**src/rtl/timed_reply_frame_responder_top_macros.svh**
```systemverilog
// Assertion macros shared by the timed reply frame responder.
`ifndef TIMED_REPLY_FRAME_RESPONDER_TOP_MACROS_SVH
`define TIMED_REPLY_FRAME_RESPONDER_TOP_MACROS_SVH

// Same-cycle implication, sampled on clk and disabled during reset.
`define TRFR_ASSERT_SAME(lbl, ante, cons) \
    lbl: assert property (@(posedge clk) disable iff (!rst_n) (ante) |-> (cons)) \
        else $error("responder same-cycle check failed");

// Next-cycle implication, sampled on clk and disabled during reset.
`define TRFR_ASSERT_NEXT(lbl, ante, cons) \
    lbl: assert property (@(posedge clk) disable iff (!rst_n) (ante) |=> (cons)) \
        else $error("responder next-cycle check failed");

`endif

```
**src/rtl/trfr_pkg.sv**
```systemverilog
// Shared constants, command and status types, and the reply ROM of the responder.
package trfr_pkg;

    localparam int FRAME_BYTES_DEF = 42;
    localparam int MAX_CHUNK_DEF   = 32;
    localparam int DELAY_SLOTS_DEF = 10;

    localparam logic [7:0] START_BYTE = 8'h7E;
    localparam logic [7:0] END_BYTE   = 8'hE7;
    localparam logic [7:0] LEN_MARK   = 8'd43;

    // Emission limits and ROM layout.
    localparam int MAX_OUT     = 32;
    localparam int ROM_LEN     = 96;
    localparam int LEN_W       = 7;
    localparam int CNT_W       = 6;
    localparam int SLOT_W      = 4;
    localparam int ROM_IDX_W   = 8;

    localparam logic [ROM_IDX_W-1:0] HEADER_POS  = 8'd0;
    localparam logic [LEN_W-1:0]     HEADER_LEN  = 7'd2;
    localparam logic [ROM_IDX_W-1:0] FIRST_POS   = 8'd2;
    localparam logic [ROM_IDX_W-1:0] TRAILER_POS = 8'd13;
    localparam logic [LEN_W-1:0]     TRAILER_LEN = 7'd3;

    typedef logic [ROM_IDX_W-1:0] rom_idx_t;

    typedef struct packed {
        logic                 timer_inc;
        logic                 timer_clear;
        logic                 clen_load;
        logic                 pos_clear;
        logic                 data_write;
        logic                 rd_req;
        logic [SLOT_W-1:0]    rd_slot;
        logic                 emit_start;
        logic                 emit_use_clen;
        rom_idx_t             emit_pos;
        logic [LEN_W-1:0]     emit_len;
    } trfr_cmd_t;

    typedef struct packed {
        logic pos_last;
        logic timer_ge;
        logic emit_busy;
        logic emit_done;
    } trfr_sts_t;

    localparam logic [7:0] REPLY_ROM [ROM_LEN] = '{
        8'h7E, 8'h0D, 8'h2E, 8'h74, 8'h69, 8'h65, 8'h35, 8'h52,
        8'h6F, 8'h61, 8'h6E, 8'h6C, 8'h0D, 8'h01, 8'h02, 8'hE7,
        8'h2E, 8'h74, 8'h69, 8'h65, 8'h35, 8'h52, 8'h6F, 8'h61, 8'h6E, 8'h6C,
        8'h2E, 8'h74, 8'h69, 8'h65, 8'h35, 8'h52, 8'h6F, 8'h61, 8'h6E, 8'h6C,
        8'h2E, 8'h74, 8'h69, 8'h65, 8'h35, 8'h52, 8'h6F, 8'h61, 8'h6E, 8'h6C,
        8'h2E, 8'h74, 8'h69, 8'h65, 8'h35, 8'h52, 8'h6F, 8'h61, 8'h6E, 8'h6C,
        8'h2E, 8'h74, 8'h69, 8'h65, 8'h35, 8'h52, 8'h6F, 8'h61, 8'h6E, 8'h6C,
        8'h2E, 8'h74, 8'h69, 8'h65, 8'h35, 8'h52, 8'h6F, 8'h61, 8'h6E, 8'h6C,
        8'h2E, 8'h74, 8'h69, 8'h65, 8'h35, 8'h52, 8'h6F, 8'h61, 8'h6E, 8'h6C,
        8'h2E, 8'h74, 8'h69, 8'h65, 8'h35, 8'h52, 8'h6F, 8'h61, 8'h6E, 8'h6C
    };

    // Addresses past the end of the ROM read as zero.
    function automatic logic [7:0] rom_byte(input rom_idx_t idx);
        logic [7:0] b;
        b = (idx < ROM_IDX_W'(ROM_LEN)) ? REPLY_ROM[idx[6:0]] : 8'h00;
        return b;
    endfunction

endpackage

```
**src/rtl/trfr_ifs.sv**
```systemverilog
// Valid/ready channel interfaces for request words and reply words.
interface trfr_req_if;
    logic       valid;
    logic       ready;
    logic       func;
    logic [7:0] rx_byte;

    modport source (output valid, output func, output rx_byte, input ready);
    modport sink   (input valid, input func, input rx_byte, output ready);
endinterface

interface trfr_rsp_if;
    logic       valid;
    logic       ready;
    logic [7:0] tx_byte;
    logic       chunk_last;

    modport source (output valid, output tx_byte, output chunk_last, input ready);
    modport sink   (input valid, input tx_byte, input chunk_last, output ready);
endinterface

```
**src/rtl/timed_reply_frame_responder_top.sv**
```systemverilog
// Top level of the timed reply frame responder: controller, datapath and checks.
//
// The req channel carries one word per received byte (func = 0) or per 10 us tick
// (func = 1). The rsp channel carries the reply, one ROM byte per word, with
// chunk_last set on the final byte of the chunk sent by one tick.
// A received byte leaves req.ready high, so bytes stream in back to back at link speed.
// A tick that sends nothing leaves req.ready high, but one that waits on a delay slot drops it in S_CHECK.
// A tick that sends a chunk of n bytes (n at most 32) holds req.ready low until
// the last byte is loaded into the output register. A timed chunk first has its
// delay word read from the frame store and then compared with the timer in
// S_CHECK. Every cycle in which rsp.ready stays low stretches this, since the
// single output register holds its word until it is taken.
// A finished word waiting in the output register does not block the next req word.
// Reset clears the parser, the reply step, the timer and the output valid flag.
// The frame store is not cleared and needs no clearing pass; the parser writes
// every delay slot before a delay is read.
module timed_reply_frame_responder_top
    import trfr_pkg::*;
#(
    parameter int FRAME_BYTES = FRAME_BYTES_DEF,
    parameter int MAX_CHUNK   = MAX_CHUNK_DEF,
    parameter int DELAY_SLOTS = DELAY_SLOTS_DEF
)
(
    input  logic       clk,
    input  logic       rst_n,
    trfr_req_if.sink   req,
    trfr_rsp_if.source rsp
);

    `include "timed_reply_frame_responder_top_macros.svh"

    trfr_cmd_t cmd;
    trfr_sts_t sts;
    logic      accept;

    // A word is taken whenever the controller is ready and the sender is valid.
    assign accept = req.valid && req.ready;

    trfr_ctrl #(
        .MAX_CHUNK   (MAX_CHUNK),
        .DELAY_SLOTS (DELAY_SLOTS)
    ) u_ctrl (
        .clk      (clk),
        .rst_n    (rst_n),
        .accept   (accept),
        .func     (req.func),
        .rx_byte  (req.rx_byte),
        .sts      (sts),
        .in_ready (req.ready),
        .cmd      (cmd)
    );

    trfr_dp #(
        .FRAME_BYTES (FRAME_BYTES),
        .MAX_CHUNK   (MAX_CHUNK)
    ) u_dp (
        .clk        (clk),
        .rst_n      (rst_n),
        .cmd        (cmd),
        .rx_byte    (req.rx_byte),
        .out_ready  (rsp.ready),
        .sts        (sts),
        .out_valid  (rsp.valid),
        .tx_byte    (rsp.tx_byte),
        .chunk_last (rsp.chunk_last)
    );

    // While a chunk streams out, no request word may be taken.
    `TRFR_ASSERT_SAME(a_emit_blocks_req, sts.emit_busy, !req.ready)
    // A started chunk is streaming in the next cycle.
    `TRFR_ASSERT_NEXT(a_start_sets_busy, cmd.emit_start, sts.emit_busy)
    // The last byte loaded ends the chunk.
    `TRFR_ASSERT_NEXT(a_done_clears_busy, sts.emit_done, !sts.emit_busy)
    // A received byte never starts a reply chunk.
    `TRFR_ASSERT_NEXT(a_byte_no_emit, accept && !req.func, !sts.emit_busy)

endmodule

```
**src/rtl/trfr_ctrl.sv**
```systemverilog
// Controller: request parser phase, reply step sequencing and word handshake.
module trfr_ctrl
    import trfr_pkg::*;
#(
    parameter int MAX_CHUNK   = MAX_CHUNK_DEF,
    parameter int DELAY_SLOTS = DELAY_SLOTS_DEF
)
(
    input  logic       clk,
    input  logic       rst_n,
    input  logic       accept,
    input  logic       func,
    input  logic [7:0] rx_byte,
    input  trfr_sts_t  sts,
    output logic       in_ready,
    output trfr_cmd_t  cmd
);

    localparam int SW = $clog2(DELAY_SLOTS + 3);

    typedef enum logic [1:0] {
        S_IDLE,
        S_CHECK,
        S_EMIT
    } state_t;

    typedef enum logic [2:0] {
        PH_HUNT,
        PH_LEN,
        PH_CLEN,
        PH_DATA,
        PH_END,
        PH_REPLY
    } phase_t;

    state_t          state_reg, state_next;
    phase_t          phase_reg, phase_next;
    logic [SW-1:0]   step_reg, step_next;
    logic            ready_reg;

    always_comb
    begin
        state_next = state_reg;
        phase_next = phase_reg;
        step_next  = step_reg;
        cmd        = '0;
        unique case (state_reg)
            S_IDLE:
            begin
                if (accept && !func)
                begin
                    unique case (phase_reg)
                        PH_HUNT:
                        begin
                            if (rx_byte == START_BYTE)
                            begin
                                phase_next = PH_LEN;
                            end
                        end
                        PH_LEN:
                        begin
                            phase_next = (rx_byte == LEN_MARK) ? PH_CLEN : PH_HUNT;
                        end
                        PH_CLEN:
                        begin
                            if ((rx_byte >= 8'd1) && (rx_byte <= 8'(MAX_CHUNK)))
                            begin
                                cmd.clen_load = 1'b1;
                                cmd.pos_clear = 1'b1;
                                phase_next    = PH_DATA;
                            end
                            else
                            begin
                                phase_next = PH_HUNT;
                            end
                        end
                        PH_DATA:
                        begin
                            cmd.data_write = 1'b1;
                            if (sts.pos_last)
                            begin
                                phase_next = PH_END;
                            end
                        end
                        PH_END:
                        begin
                            if (rx_byte == END_BYTE)
                            begin
                                step_next  = '0;
                                phase_next = PH_REPLY;
                            end
                            else
                            begin
                                phase_next = PH_HUNT;
                            end
                        end
                        PH_REPLY:
                        begin
                            phase_next = PH_REPLY;
                        end
                        default:
                        begin
                            phase_next = PH_HUNT;
                        end
                    endcase
                end
                else if (accept && func)
                begin
                    cmd.timer_inc = 1'b1;
                    if (phase_reg == PH_REPLY)
                    begin
                        if (step_reg == SW'(0))
                        begin
                            step_next      = SW'(1);
                            cmd.emit_start = 1'b1;
                            cmd.emit_pos   = HEADER_POS;
                            cmd.emit_len   = HEADER_LEN;
                            state_next     = S_EMIT;
                        end
                        else if (step_reg == SW'(1))
                        begin
                            step_next         = SW'(2);
                            cmd.timer_clear   = 1'b1;
                            cmd.emit_start    = 1'b1;
                            cmd.emit_use_clen = 1'b1;
                            cmd.emit_pos      = FIRST_POS;
                            state_next        = S_EMIT;
                        end
                        else if (step_reg < SW'(DELAY_SLOTS + 2))
                        begin
                            cmd.rd_req  = 1'b1;
                            cmd.rd_slot = SLOT_W'(step_reg - SW'(2));
                            state_next  = S_CHECK;
                        end
                        else
                        begin
                            step_next  = '0;
                            phase_next = PH_HUNT;
                            if (step_reg == SW'(DELAY_SLOTS + 2))
                            begin
                                cmd.emit_start = 1'b1;
                                cmd.emit_pos   = TRAILER_POS;
                                cmd.emit_len   = TRAILER_LEN;
                                state_next     = S_EMIT;
                            end
                        end
                    end
                end
            end
            S_CHECK:
            begin
                if (sts.timer_ge)
                begin
                    step_next         = step_reg + SW'(1);
                    cmd.timer_clear   = 1'b1;
                    cmd.emit_start    = 1'b1;
                    cmd.emit_use_clen = 1'b1;
                    cmd.emit_pos      = ROM_IDX_W'(step_reg) + ROM_IDX_W'(1);
                    state_next        = S_EMIT;
                end
                else
                begin
                    state_next = S_IDLE;
                end
            end
            S_EMIT:
            begin
                if (sts.emit_done)
                begin
                    state_next = S_IDLE;
                end
            end
            default:
            begin
                state_next = S_IDLE;
            end
        endcase
    end

    always_ff @(posedge clk or negedge rst_n)
    begin
        if (!rst_n)
        begin
            state_reg <= S_IDLE;
            phase_reg <= PH_HUNT;
            step_reg  <= '0;
            ready_reg <= 1'b1;
        end
        else
        begin
            state_reg <= state_next;
            phase_reg <= phase_next;
            step_reg  <= step_next;
            ready_reg <= (state_next == S_IDLE);
        end
    end

    assign in_ready = ready_reg;

endmodule

```
**src/rtl/trfr_dp.sv**
```systemverilog
// Datapath: frame store, tick timer, chunk length and reply byte streamer.
module trfr_dp
    import trfr_pkg::*;
#(
    parameter int FRAME_BYTES = FRAME_BYTES_DEF,
    parameter int MAX_CHUNK   = MAX_CHUNK_DEF
)
(
    input  logic       clk,
    input  logic       rst_n,
    input  trfr_cmd_t  cmd,
    input  logic [7:0] rx_byte,
    input  logic       out_ready,
    output trfr_sts_t  sts,
    output logic       out_valid,
    output logic [7:0] tx_byte,
    output logic       chunk_last
);

    localparam int WORDS      = (FRAME_BYTES + 3) / 4;
    localparam int NUM_DELAYS = FRAME_BYTES / 4;
    localparam int AW         = (WORDS > 1) ? $clog2(WORDS) : 1;
    localparam int PW         = ($clog2(FRAME_BYTES) > 2) ? $clog2(FRAME_BYTES) : 2;
    localparam int CW         = $clog2(MAX_CHUNK + 1);
    localparam int IW         = CNT_W - 1;

    // Frame store, one little-endian delay word per row.
    logic [3:0][7:0]      frame_mem [WORDS];

    logic [PW-1:0]        pos_reg;
    logic [CW-1:0]        clen_reg;
    logic [31:0]          timer_reg;
    logic [31:0]          rdata_reg;
    logic                 slot_ok_reg;

    logic                 emit_busy_reg;
    rom_idx_t             emit_pos_reg;
    logic [IW-1:0]        emit_idx_reg;
    logic [CNT_W-1:0]     emit_n_reg;

    logic                 out_valid_reg;
    logic [7:0]           tx_byte_reg;
    logic                 chunk_last_reg;

    logic [AW-1:0]        waddr;
    logic [AW-1:0]        raddr;
    logic                 slot_ok;
    logic [LEN_W-1:0]     emit_len;
    logic [CNT_W-1:0]     emit_n;
    logic                 load;
    logic                 last;
    logic [31:0]          delay;

    assign waddr   = AW'(pos_reg >> 2);
    assign slot_ok = (32'(cmd.rd_slot) < NUM_DELAYS);
    assign raddr   = slot_ok ? AW'(cmd.rd_slot) : '0;

    always_ff @(posedge clk)
    begin
        if (cmd.data_write)
        begin
            frame_mem[waddr][pos_reg[1:0]] <= rx_byte;
        end
        if (cmd.rd_req)
        begin
            rdata_reg   <= frame_mem[raddr];
            slot_ok_reg <= slot_ok;
        end
    end

    assign delay        = slot_ok_reg ? rdata_reg : 32'd0;
    assign sts.timer_ge = (timer_reg >= delay);
    assign sts.pos_last = (pos_reg == PW'(FRAME_BYTES - 1));

    assign emit_len = cmd.emit_use_clen ? LEN_W'(clen_reg) : cmd.emit_len;
    assign emit_n   = (emit_len > LEN_W'(MAX_OUT)) ? CNT_W'(MAX_OUT) : CNT_W'(emit_len);
    assign load     = emit_busy_reg && (!out_valid_reg || out_ready);
    assign last     = ((CNT_W'(emit_idx_reg) + CNT_W'(1)) == emit_n_reg);

    assign sts.emit_busy = emit_busy_reg;
    assign sts.emit_done = load && last;

    always_ff @(posedge clk or negedge rst_n)
    begin
        if (!rst_n)
        begin
            pos_reg       <= '0;
            clen_reg      <= '0;
            timer_reg     <= '0;
            emit_busy_reg <= 1'b0;
            out_valid_reg <= 1'b0;
        end
        else
        begin
            if (cmd.pos_clear)
            begin
                pos_reg <= '0;
            end
            else if (cmd.data_write)
            begin
                pos_reg <= pos_reg + PW'(1);
            end

            if (cmd.clen_load)
            begin
                clen_reg <= CW'(rx_byte);
            end

            // The timer saturates; a clear wins over the increment of the same tick.
            if (cmd.timer_clear)
            begin
                timer_reg <= '0;
            end
            else if (cmd.timer_inc && (timer_reg != 32'hFFFF_FFFF))
            begin
                timer_reg <= timer_reg + 32'd1;
            end

            if (cmd.emit_start)
            begin
                emit_busy_reg <= 1'b1;
            end
            else if (load && last)
            begin
                emit_busy_reg <= 1'b0;
            end

            if (load)
            begin
                out_valid_reg <= 1'b1;
            end
            else if (out_ready)
            begin
                out_valid_reg <= 1'b0;
            end
        end
    end

    always_ff @(posedge clk)
    begin
        if (cmd.emit_start)
        begin
            emit_pos_reg <= cmd.emit_pos;
            emit_idx_reg <= '0;
            emit_n_reg   <= emit_n;
        end
        else if (load)
        begin
            emit_idx_reg <= emit_idx_reg + IW'(1);
        end
        if (load)
        begin
            tx_byte_reg    <= rom_byte(emit_pos_reg + ROM_IDX_W'(emit_idx_reg));
            chunk_last_reg <= last;
        end
    end

    assign out_valid  = out_valid_reg;
    assign tx_byte    = tx_byte_reg;
    assign chunk_last = chunk_last_reg;

endmodule

```
**src/flat_wrapper.sv**
```systemverilog
// flat-port wrapper written by rule: the top's interface ports become plain ports
module timed_reply_frame_responder_top_flat import trfr_pkg::*;
#(
    parameter int FRAME_BYTES = FRAME_BYTES_DEF,
    parameter int MAX_CHUNK   = MAX_CHUNK_DEF,
    parameter int DELAY_SLOTS = DELAY_SLOTS_DEF
)
  (clk, rst_n, req_valid, req_func, req_rx_byte, req_ready, rsp_valid, rsp_tx_byte, rsp_chunk_last, rsp_ready);
  trfr_req_if req_i ();
  trfr_rsp_if rsp_i ();
  input  logic clk;
  input  logic rst_n;
  input wire logic [$bits(req_i.valid)-1:0] req_valid;
  input wire logic [$bits(req_i.func)-1:0] req_func;
  input wire logic [$bits(req_i.rx_byte)-1:0] req_rx_byte;
  output wire logic [$bits(req_i.ready)-1:0] req_ready;
  output wire logic [$bits(rsp_i.valid)-1:0] rsp_valid;
  output wire logic [$bits(rsp_i.tx_byte)-1:0] rsp_tx_byte;
  output wire logic [$bits(rsp_i.chunk_last)-1:0] rsp_chunk_last;
  input wire logic [$bits(rsp_i.ready)-1:0] rsp_ready;
  assign req_i.valid = req_valid;
  assign req_i.func = req_func;
  assign req_i.rx_byte = req_rx_byte;
  assign req_ready = req_i.ready;
  assign rsp_valid = rsp_i.valid;
  assign rsp_tx_byte = rsp_i.tx_byte;
  assign rsp_chunk_last = rsp_i.chunk_last;
  assign rsp_i.ready = rsp_ready;
  timed_reply_frame_responder_top #(.FRAME_BYTES(FRAME_BYTES), .MAX_CHUNK(MAX_CHUNK), .DELAY_SLOTS(DELAY_SLOTS)) u_core (.clk(clk), .rst_n(rst_n), .req(req_i), .rsp(rsp_i));
endmodule
```
**config.mk**
```make
export PLATFORM = sky130hd
export DESIGN_NAME = timed_reply_frame_responder_top_flat
export DESIGN_NICKNAME = d
export VERILOG_FILES = /design/src/rtl/trfr_pkg.sv /design/src/rtl/trfr_ifs.sv /design/src/rtl/timed_reply_frame_responder_top.sv /design/src/rtl/trfr_ctrl.sv /design/src/rtl/trfr_dp.sv /design/src/flat_wrapper.sv
export VERILOG_INCLUDE_DIRS = /design/src /design/src/rtl
export SDC_FILE = /design/constraint.sdc
export NUM_CORES = 1
export LEC_CHECK = 0
export ABC_CLOCK_PERIOD_IN_PS = 2640
export BUFFER_PORTS_ARGS = -buffer_cell sky130_fd_sc_hd__buf_4
export CORE_ASPECT_RATIO = 1.75
export CORE_UTILIZATION = 45
export DETAILED_ROUTE_END_ITERATION = 10
export PLACE_DENSITY = 0.59
export SYNTH_ARGS = -nofsm -noshare
export SYNTH_HDL_FRONTEND = slang
export SYNTH_SLANG_ARGS = --single-unit
```
**constraint.sdc**
```tcl
create_clock -name clk -period 2.64 [get_ports clk]
set_input_delay 0.132 -clock clk [delete_from_list [all_inputs] [get_ports clk]]
set_output_delay 0.132 -clock clk [all_outputs]
set_load 0.01 [all_outputs]
```
==> impl_results.md, run 1 <==
* Post-DP HPWL at 36200 um
* Max FFs per register at 320
* Internal at 13.36 mW
* Register area share after synthesis at 64.78%
* Pin count of the biggest net entering global routing at 57
* Finished Layout Cells at 2351
* Pwr/cell area at 776.6 nW/um2
* Switching Share at 29.57%
* Cells after synthesis at 1545
* GRT Residual Overflow at 0
* CP Data Required Time at 2.95 ns
* H-Tree Depth at 2
* Leading area contributor after synthesis: edfxtp_1
* Clock Sinks at 434
* EDFF count, synth at 373
* Crit end category: flop
* Clock skew at 0.01377 ns
* Share of layout cells above drive strength 1 at 24.87%
* Die ar. at 44450 um2
* IO Port Bufs at 23
* Synth top area cells: edfxtp_1 (57%), dfrtp_1 (7.0%), ha_1 (3.6%), nand2_1 (3.5%), nor2_1 (3.0%)
* First-pass DRT Iterations at 5
* Antenna Nets Post-Route at 0
* Antenna violations before repair at 1
* Status: finished, violations left
* Failing checks: negative setup slack
* Gr usage total at 23.90%
* DR WL/cell at 23.13 um
* Post-synth top cells: edfxtp_1 (373), nand2_1 (182), nor2_1 (159)
* DR vias/cell at 5.797
* CP Data Arrival Time at 2.99 ns
* CP Cell Sequence: buf_8 > nand2_1 > ha_1 > a2111o_1 > a32oi_1 > buf_4 > a21oi_2 > or3b_4 > and3b_1
* RSZ-0062 raised after global routing: true
* Die X at 159.8 um
* Final worst slack at -0.03435 ns
* Fillcell total at 3509
* Core area at 42790 um2
* Sw power at 5.609 mW
* DR iter-0 viols at 1109
* Root buffer cell: clkbuf_16
* Worst path slowest cell: or3b_4
* Netlist cell types at 77
* Hold Vio Cnt, Final at 0
* FMAX at 373.9 MHz
* Hold depth at 4
* Clk buf depth at 3
* Synth Cell Area at 19610 um2
* Hold Crit Class: input pin to flop
* Synth top area share at 57.11%
* Syn avg cell area at 12.69 um2
* Final worst path period need at 2.674 ns
* Final worst-path cycle share at 101.3%
* CP peak stage delay at 0.44 ns
* Slew HR at 45.47%
* First-pass GRT wire length at 80710 um
* Post-Route WL at 54370 um
* Number of global-route vias before repair at 13.91k
* Dominant synthesized flop cell: edfxtp_1
* Final setup viols at 11
* # rows at 100
* Layout area overhead at 24.55%
* Max-slew violations at 0
* Top-count cell post-synth: edfxtp_1
* Proportion of power drawn by the clock network at 31.9%
* Boundary pin count at 24
* Hold slack at 0.05371 ns
* Total number of vias at 13.63k
* Initial core utilization at 45.83%
* Synth warn at 0
* Post-placement setup slack at -0.2921 ns
* Startpoint types: flop
* TritonCTS clock tree: done
* Clk_lat worst skew at 0.56 ns
* GPL Wtd Cong at 0.9678
* Synth Register Bits at 434
* Worst Setup Path Type: flop to flop
* LEAKAGE at 8.904 nW
* Seq pwr share at 40.4%
* Dpl cells at 2240
* VDD IR-drop max at 0.9080 mV
* Worst slew pin tran at 0.8180 ns
* Crit Path Max Fanout at 31
* Nets@finish at 1827
* Worst reg2reg path depth at 9
* DRC at 0
* Comb pwr share at 27.7%
* Post-Syn Nets at 1616
* TritonCTS Buffers at 42
* Maximum Capacitance Violations at 0
* Die Ht at 278.2 um
* Post-synth ARST share at 12.90%
* Clock-pin slew on the worst setup and hold paths at 0.07 ns
[stage by stage]
step / utilization (%) / power [mW] / TNS, ns / area (um2)
final: 57.08 / 18.97 / -0.1783 / 24430
after global routing: 57.08 / 19.70 / -7.674 / 24430
after CTS: 54.92 / 18.64 / -0.6525 / 23500
after detailed placement: 50.92 / 12.45 / -12.68 / 21790
after global placement: 50.92 / 12.36 / -9.700 / 21790
after floorplan: - / 10.63 / -0.004404 / 19660
[path summary, 6_finish.rpt]
check                                              to               startpoint  slack, ns
min in group asynchronous       u_core.u_dp.out_valid                    rst_n       0.19
setup / recovery            u_core.u_dp.emit_n_reg[2]  u_core.u_dp.slot_ok_reg      -0.03
hold reg to reg               u_core.u_dp.clen_reg[2]  u_core.u_dp.clen_reg[2]       0.48
max in group asynchronous    u_core.u_dp.timer_reg[1]                    rst_n       1.87
hold / removal             u_core.u_ctrl.phase_reg[0]                 req_func       0.05
setup reg to reg            u_core.u_dp.emit_n_reg[2]  u_core.u_dp.slot_ok_reg      -0.03
[worst max-delay path: cells and delay by family (launching register included)]
| kind | cells | cell delay (ns) |
|---|---|---|
| and+or+nand+nor | 3 | 0.71 |
| buffers and inverters | 2 | 0.39 |
| DFF | 1 | 0.38 |
| AOI/OAI and AO/OA | 3 | 0.67 |
| adders and majority gates | 1 | 0.27 |
[placed cells by master, fill, tap and decap left out, drive strengths merged, types with 18 or more instances in the layout]
| cell | count |
|---|---|
| edfxtp | 373 |
| buf | 248 |
| nand2 | 183 |
| nor2 | 161 |
| a21oi | 59 |
| ha | 57 |
| dfrtp | 55 |
| clkbuf | 55 |
| o21ai | 46 |
| and3 | 43 |
| nor3 | 43 |
| mux2i | 41 |
| nand3 | 35 |
| o311a | 33 |
| xor2 | 31 |
| inv | 30 |
| a221oi | 30 |
| nand4 | 29 |
| a31oi | 29 |
| a32o | 26 |
| xnor2 | 18 |
| clkinv | 18 |
[per-layer routing]
metal / track usage, % / vias up / share of wire (%)
met5: 0 / - / 0
met4: 11.60 / 0 / 4.9
met3: 2.534 / 132 / 3.6
met2: 46.41 / 373 / 55
met1: 25.31 / 6850 / 36
li1: - / 6274 / -
[power by group through the flow]
stage	combinational, mW	sequential (mW)	clock, mW
global route	5.64	7.68	6.38
finish	5.25	7.67	6.05
global placement	4.54	7.82	0
detailed placement	4.63	7.82	0
CTS	4.83	7.67	6.14
floorplan	2.78	7.85	0
[what timing repair did]
item	CTS	global route
gates cloned	3	8
setup endpoints to repair	80	90
pin swaps	11	36
gates resized for setup	44	109
hold buffers	7	0
buffers inserted	4	21
hold endpoints to repair	74	0
[area by class of cell]
type                    count  area (um2)  share of cell area, %
flip-flops and latches    434       12700                  52.01
multi-input cells         991        7114                  29.13
repair buffers            261        2440                  9.989
clock buffers              50        1102                  4.513
well taps                 561       701.9                  2.874
clock inverters            27       262.8                  1.076
inverters                  26       97.59                 0.3995
diodes                      1       2.502                0.01024
[logic make-up after synthesis]
kind of cell	count (synthesis)	synth area share, %
flip-flops	434	64.78
multiplexers	51	2.724
AO/OA/AOI/OAI	277	10.39
XOR/XNOR	49	2.284
AND/OR/NAND/NOR	556	13.34
buffers and inverters	120	2.743
adder cells (fa/ha/maj)	58	3.739
Note: power is estimated with default switching activity, not from simulation.
==> run 2, diff against run 1 <==
--- a/config.mk
+++ b/config.mk
@@ -11,7 +11,8 @@
 export CORE_ASPECT_RATIO = 1.75
 export CORE_UTILIZATION = 45
 export DETAILED_ROUTE_END_ITERATION = 10
-export PLACE_DENSITY = 0.59
+export PLACE_DENSITY_LB_ADDON = 0.2
+export SETUP_SLACK_MARGIN = 0.05
 export SYNTH_ARGS = -nofsm -noshare
 export SYNTH_HDL_FRONTEND = slang
 export SYNTH_SLANG_ARGS = --single-unit
==> run 2 against run 1 <==
  * Critical path depth unchanged
  * Global-route usage decreased by 1.2 points
  * Hold slack improved by 0.010 ns
  * Critical path type unchanged
  * Die area unchanged
  * Worst setup slack got worse by 0.046 ns
  * Clock-buffer cell count decreased by 3
  * The run still ends with negative setup slack left
  * Routed wire length decreased by 2.7%
  * Via count increased by 0.27%
  * Clock power decreased by 5.1%
==> impl_results.md, run 2 (same netlist as run 1, synthesis figures left out) <==
* Status: finished, violations left
* Failing checks: negative setup slack
* H-Tree Depth at 2 (unchanged)
* Worst path slowest cell: or3b_4
* Number of global-route vias before repair at 13.64k (-1.9%)
* Crit end category: flop
* Root buffer cell: clkbuf_16
* R2r endpoint: u_core.u_dp.emit_n_reg[3]
* Post-DP HPWL at 34940 um (-3.5%)
* Sequential Area at 12710 um2 (about the same)
* IO Port Bufs at 23 (unchanged)
* Gr usage total at 22.71% (-1.2 points)
* TritonCTS Buffers at 41 (-2.4%)
* GRT Residual Overflow at 0 (unchanged)
* Post-Route WL at 52880 um (-2.7%)
* CP delay by family, top: simple AND/OR/NAND/NOR gates
* Die ar. at 44450 um2 (unchanged)
* Final worst slack at -0.08070 ns (-0.04636 ns)
* Clock Sinks at 434 (unchanged)
* Share of layout cells above drive strength 1 at 26.62% (+1.7 points)
* Final setup viols at 28 (+17)
* Most frequent cells in the layout: edfxtp_1 (373), buf_4 (209), nand2_1 (170)
* Final core occ at 57.56% (+0.47 points)
* Hold Vio Cnt, Final at 0 (unchanged)
* Max FFs per register at 320 (unchanged)
* RSZ-0062 raised after global routing: true
* Final worst path period need at 2.721 ns (+0.04636 ns)
* DR vias/cell at 5.781 (-0.28%)
* Hold Crit Class: input pin to flop
* Die Ht at 278.2 um (unchanged)
* Tot Pwr at 19.49 mW (+2.7%)
* Maximum Capacitance Violations at 0 (unchanged)
* Final worst-path cycle share at 103.1% (+1.8 points)
* Most common cell after layout, fill and taps aside: edfxtp_1
* Worst slew pin tran at 0.7805 ns (-0.03747 ns)
* Clock-pin slew on the worst setup and hold paths at 0.06 ns (about the same)
* Clock skew at 0.02333 ns (+0.009565 ns)
* Worst R2R Setup Slack at -0.08 ns (-0.05 ns)
* Clk_lat worst skew at 0.55 ns (about the same)
* Boundary pin count at 24 (unchanged)
* Area of the multi-input gates at 7137 um2 (+0.32%)
* GPL Wtd Cong at 0.9048 (-6.5%)
* # rows at 100 (unchanged)
* LEAKAGE at 9.010 nW (+1.2%)
* Pwr/cell area at 791.3 nW/um2 (+1.9%)
* Nets@finish at 1844 (+0.93%)
* CP Data Required Time at 2.92 ns (-0.03 ns)
* Core area at 42790 um2 (unchanged)
* Worst Setup Path Type: flop to flop
* CP Data Arrival Time at 3.00 ns (about the same)
* Worst hold start: req_func
* Design area at 24630 um2 (+0.83%)
* Finished Layout Cells at 2364 (+0.55%)
* Die X at 159.8 um (unchanged)
* DR iter-0 viols at 1011 (-8.8%)
* DP Area at 21860 um2 (+0.33%)
* Dpl cells at 2244 (+0.18%)
* Initial core utilization at 45.83% (unchanged)
* First-pass GRT wire length at 77180 um (-4.4%)
* Antenna violations before repair at 0 (-1)
* Crit Path Max Fanout at 7 (-77%)
* TritonCTS clock tree: done
* Hold Crit Endpoint: u_core.u_ctrl.phase_reg[0]
* Startpoint types: flop
* First-pass DRT Iterations at 5 (unchanged)
* VDD IR-drop max at 1.104 mV (+22%)
* CP peak stage delay at 0.46 ns (+0.02 ns)
* Worst reg2reg path depth at 9 (unchanged)
* Hold depth at 4 (unchanged)
* Pin count of the biggest net entering global routing at 57 (unchanged)
* N_diodes at 0 (-1)
* CP Cell Sequence: and2_4 > ha_4 > nand2b_4 > a2111o_1 > a32oi_2 > buf_4 > a21oi_2 > or3b_4 > and3b_1
* Clk buf depth at 3 (unchanged)
* Max-slew violations at 0 (unchanged)
* Fillcell total at 3408 (-2.9%)
* Antenna Nets Post-Route at 0 (unchanged)
* DRC at 0 (unchanged)
* Layout area overhead at 25.58%
* Total number of vias at 13.67k (+0.27%)
* FMAX at 367.6 MHz (-1.7%)
* DR WL/cell at 22.37 um (-3.3%)
* Slew HR at 47.96% (+2.5 points)
* Buffer and inverter count on the worst path at 1 (-1)
* Worst r2r src: u_core.u_dp.slot_ok_reg
[run 2: power by group]
group,total [mW],switching (mW),internal (mW)
clock,5.74,2.53,3.21
combinational,6.08,3.26,2.82
sequential,7.67,0.0643,7.61
[run 2: tightest hold or removal path: stages]
cell and delay [ns]:
buf_4 0.11, or2_2 0.12, buf_4 0.13, o22ai_1 0.06
[run 2: area by class of cell]
class                           instances  share of cell area, %
Tap cell                              561                  2.850
Timing Repair Buffer                  279                  10.94
Clock buffer                           47                  4.344
Sequential cell                       434                  51.60
Clock inverter                         26                 0.8738
Multi-Input combinational cell        991                  28.98
Inverter                               26                 0.4166
[run 2: per-layer routing]
layer	wire, um	part of all wire (%)	GRT usage (%)
met1	18890	36	24.52
met2	29800	56	44.62
met3	1816	3.4	2.012
met4	2375	4.5	9.402
met5	0	0	0
[run 2: stage by stage]
step	hold WS (ns)	setup TNS (ns)	worst slack [ns]
2_1_floorplan	-0.1636	0	0.02857
3_3_place_gp	0.2585	-6.079	-0.1789
3_5_place_dp	0.2600	-8.891	-0.2431
4_1_cts	0.03137	-0.6020	-0.05465
5_1_grt	0.07348	-5.494	-0.1597
6_report	0.06397	-1.225	-0.08070
[run 2: repair_timing]
item / in CTS / in global routing
resized for setup: 37 / 153
setup buffers: 7 / 25
hold endpoints to repair: 66 / 0
hold buffers: 6 / 0
pin swaps: 8 / 56
setup endpoints to repair: 87 / 100
gates cloned: 0 / 13
[run 2: how the worst max path moves through the flow]
stage | from | end | slack (ns) | depth (start not counted)
final | u_core.u_dp.slot_ok_reg | u_core.u_dp.emit_n_reg[3] | -0.08 | 9
after global routing | u_core.u_dp.slot_ok_reg | u_core.u_dp.emit_n_reg[3] | -0.16 | 12
after CTS | u_core.u_dp.slot_ok_reg | u_core.u_dp.timer_reg[21] | -0.05 | 10
after detailed placement | u_core.u_dp.slot_ok_reg | u_core.u_dp.timer_reg[21] | -0.24 | 11
after global placement | u_core.u_dp.slot_ok_reg | u_core.u_dp.emit_n_reg[0] | -0.18 | 11
after floorplan | u_core.u_dp.emit_pos_reg[0] | u_core.u_dp.tx_byte[1] | 0.03 | 11
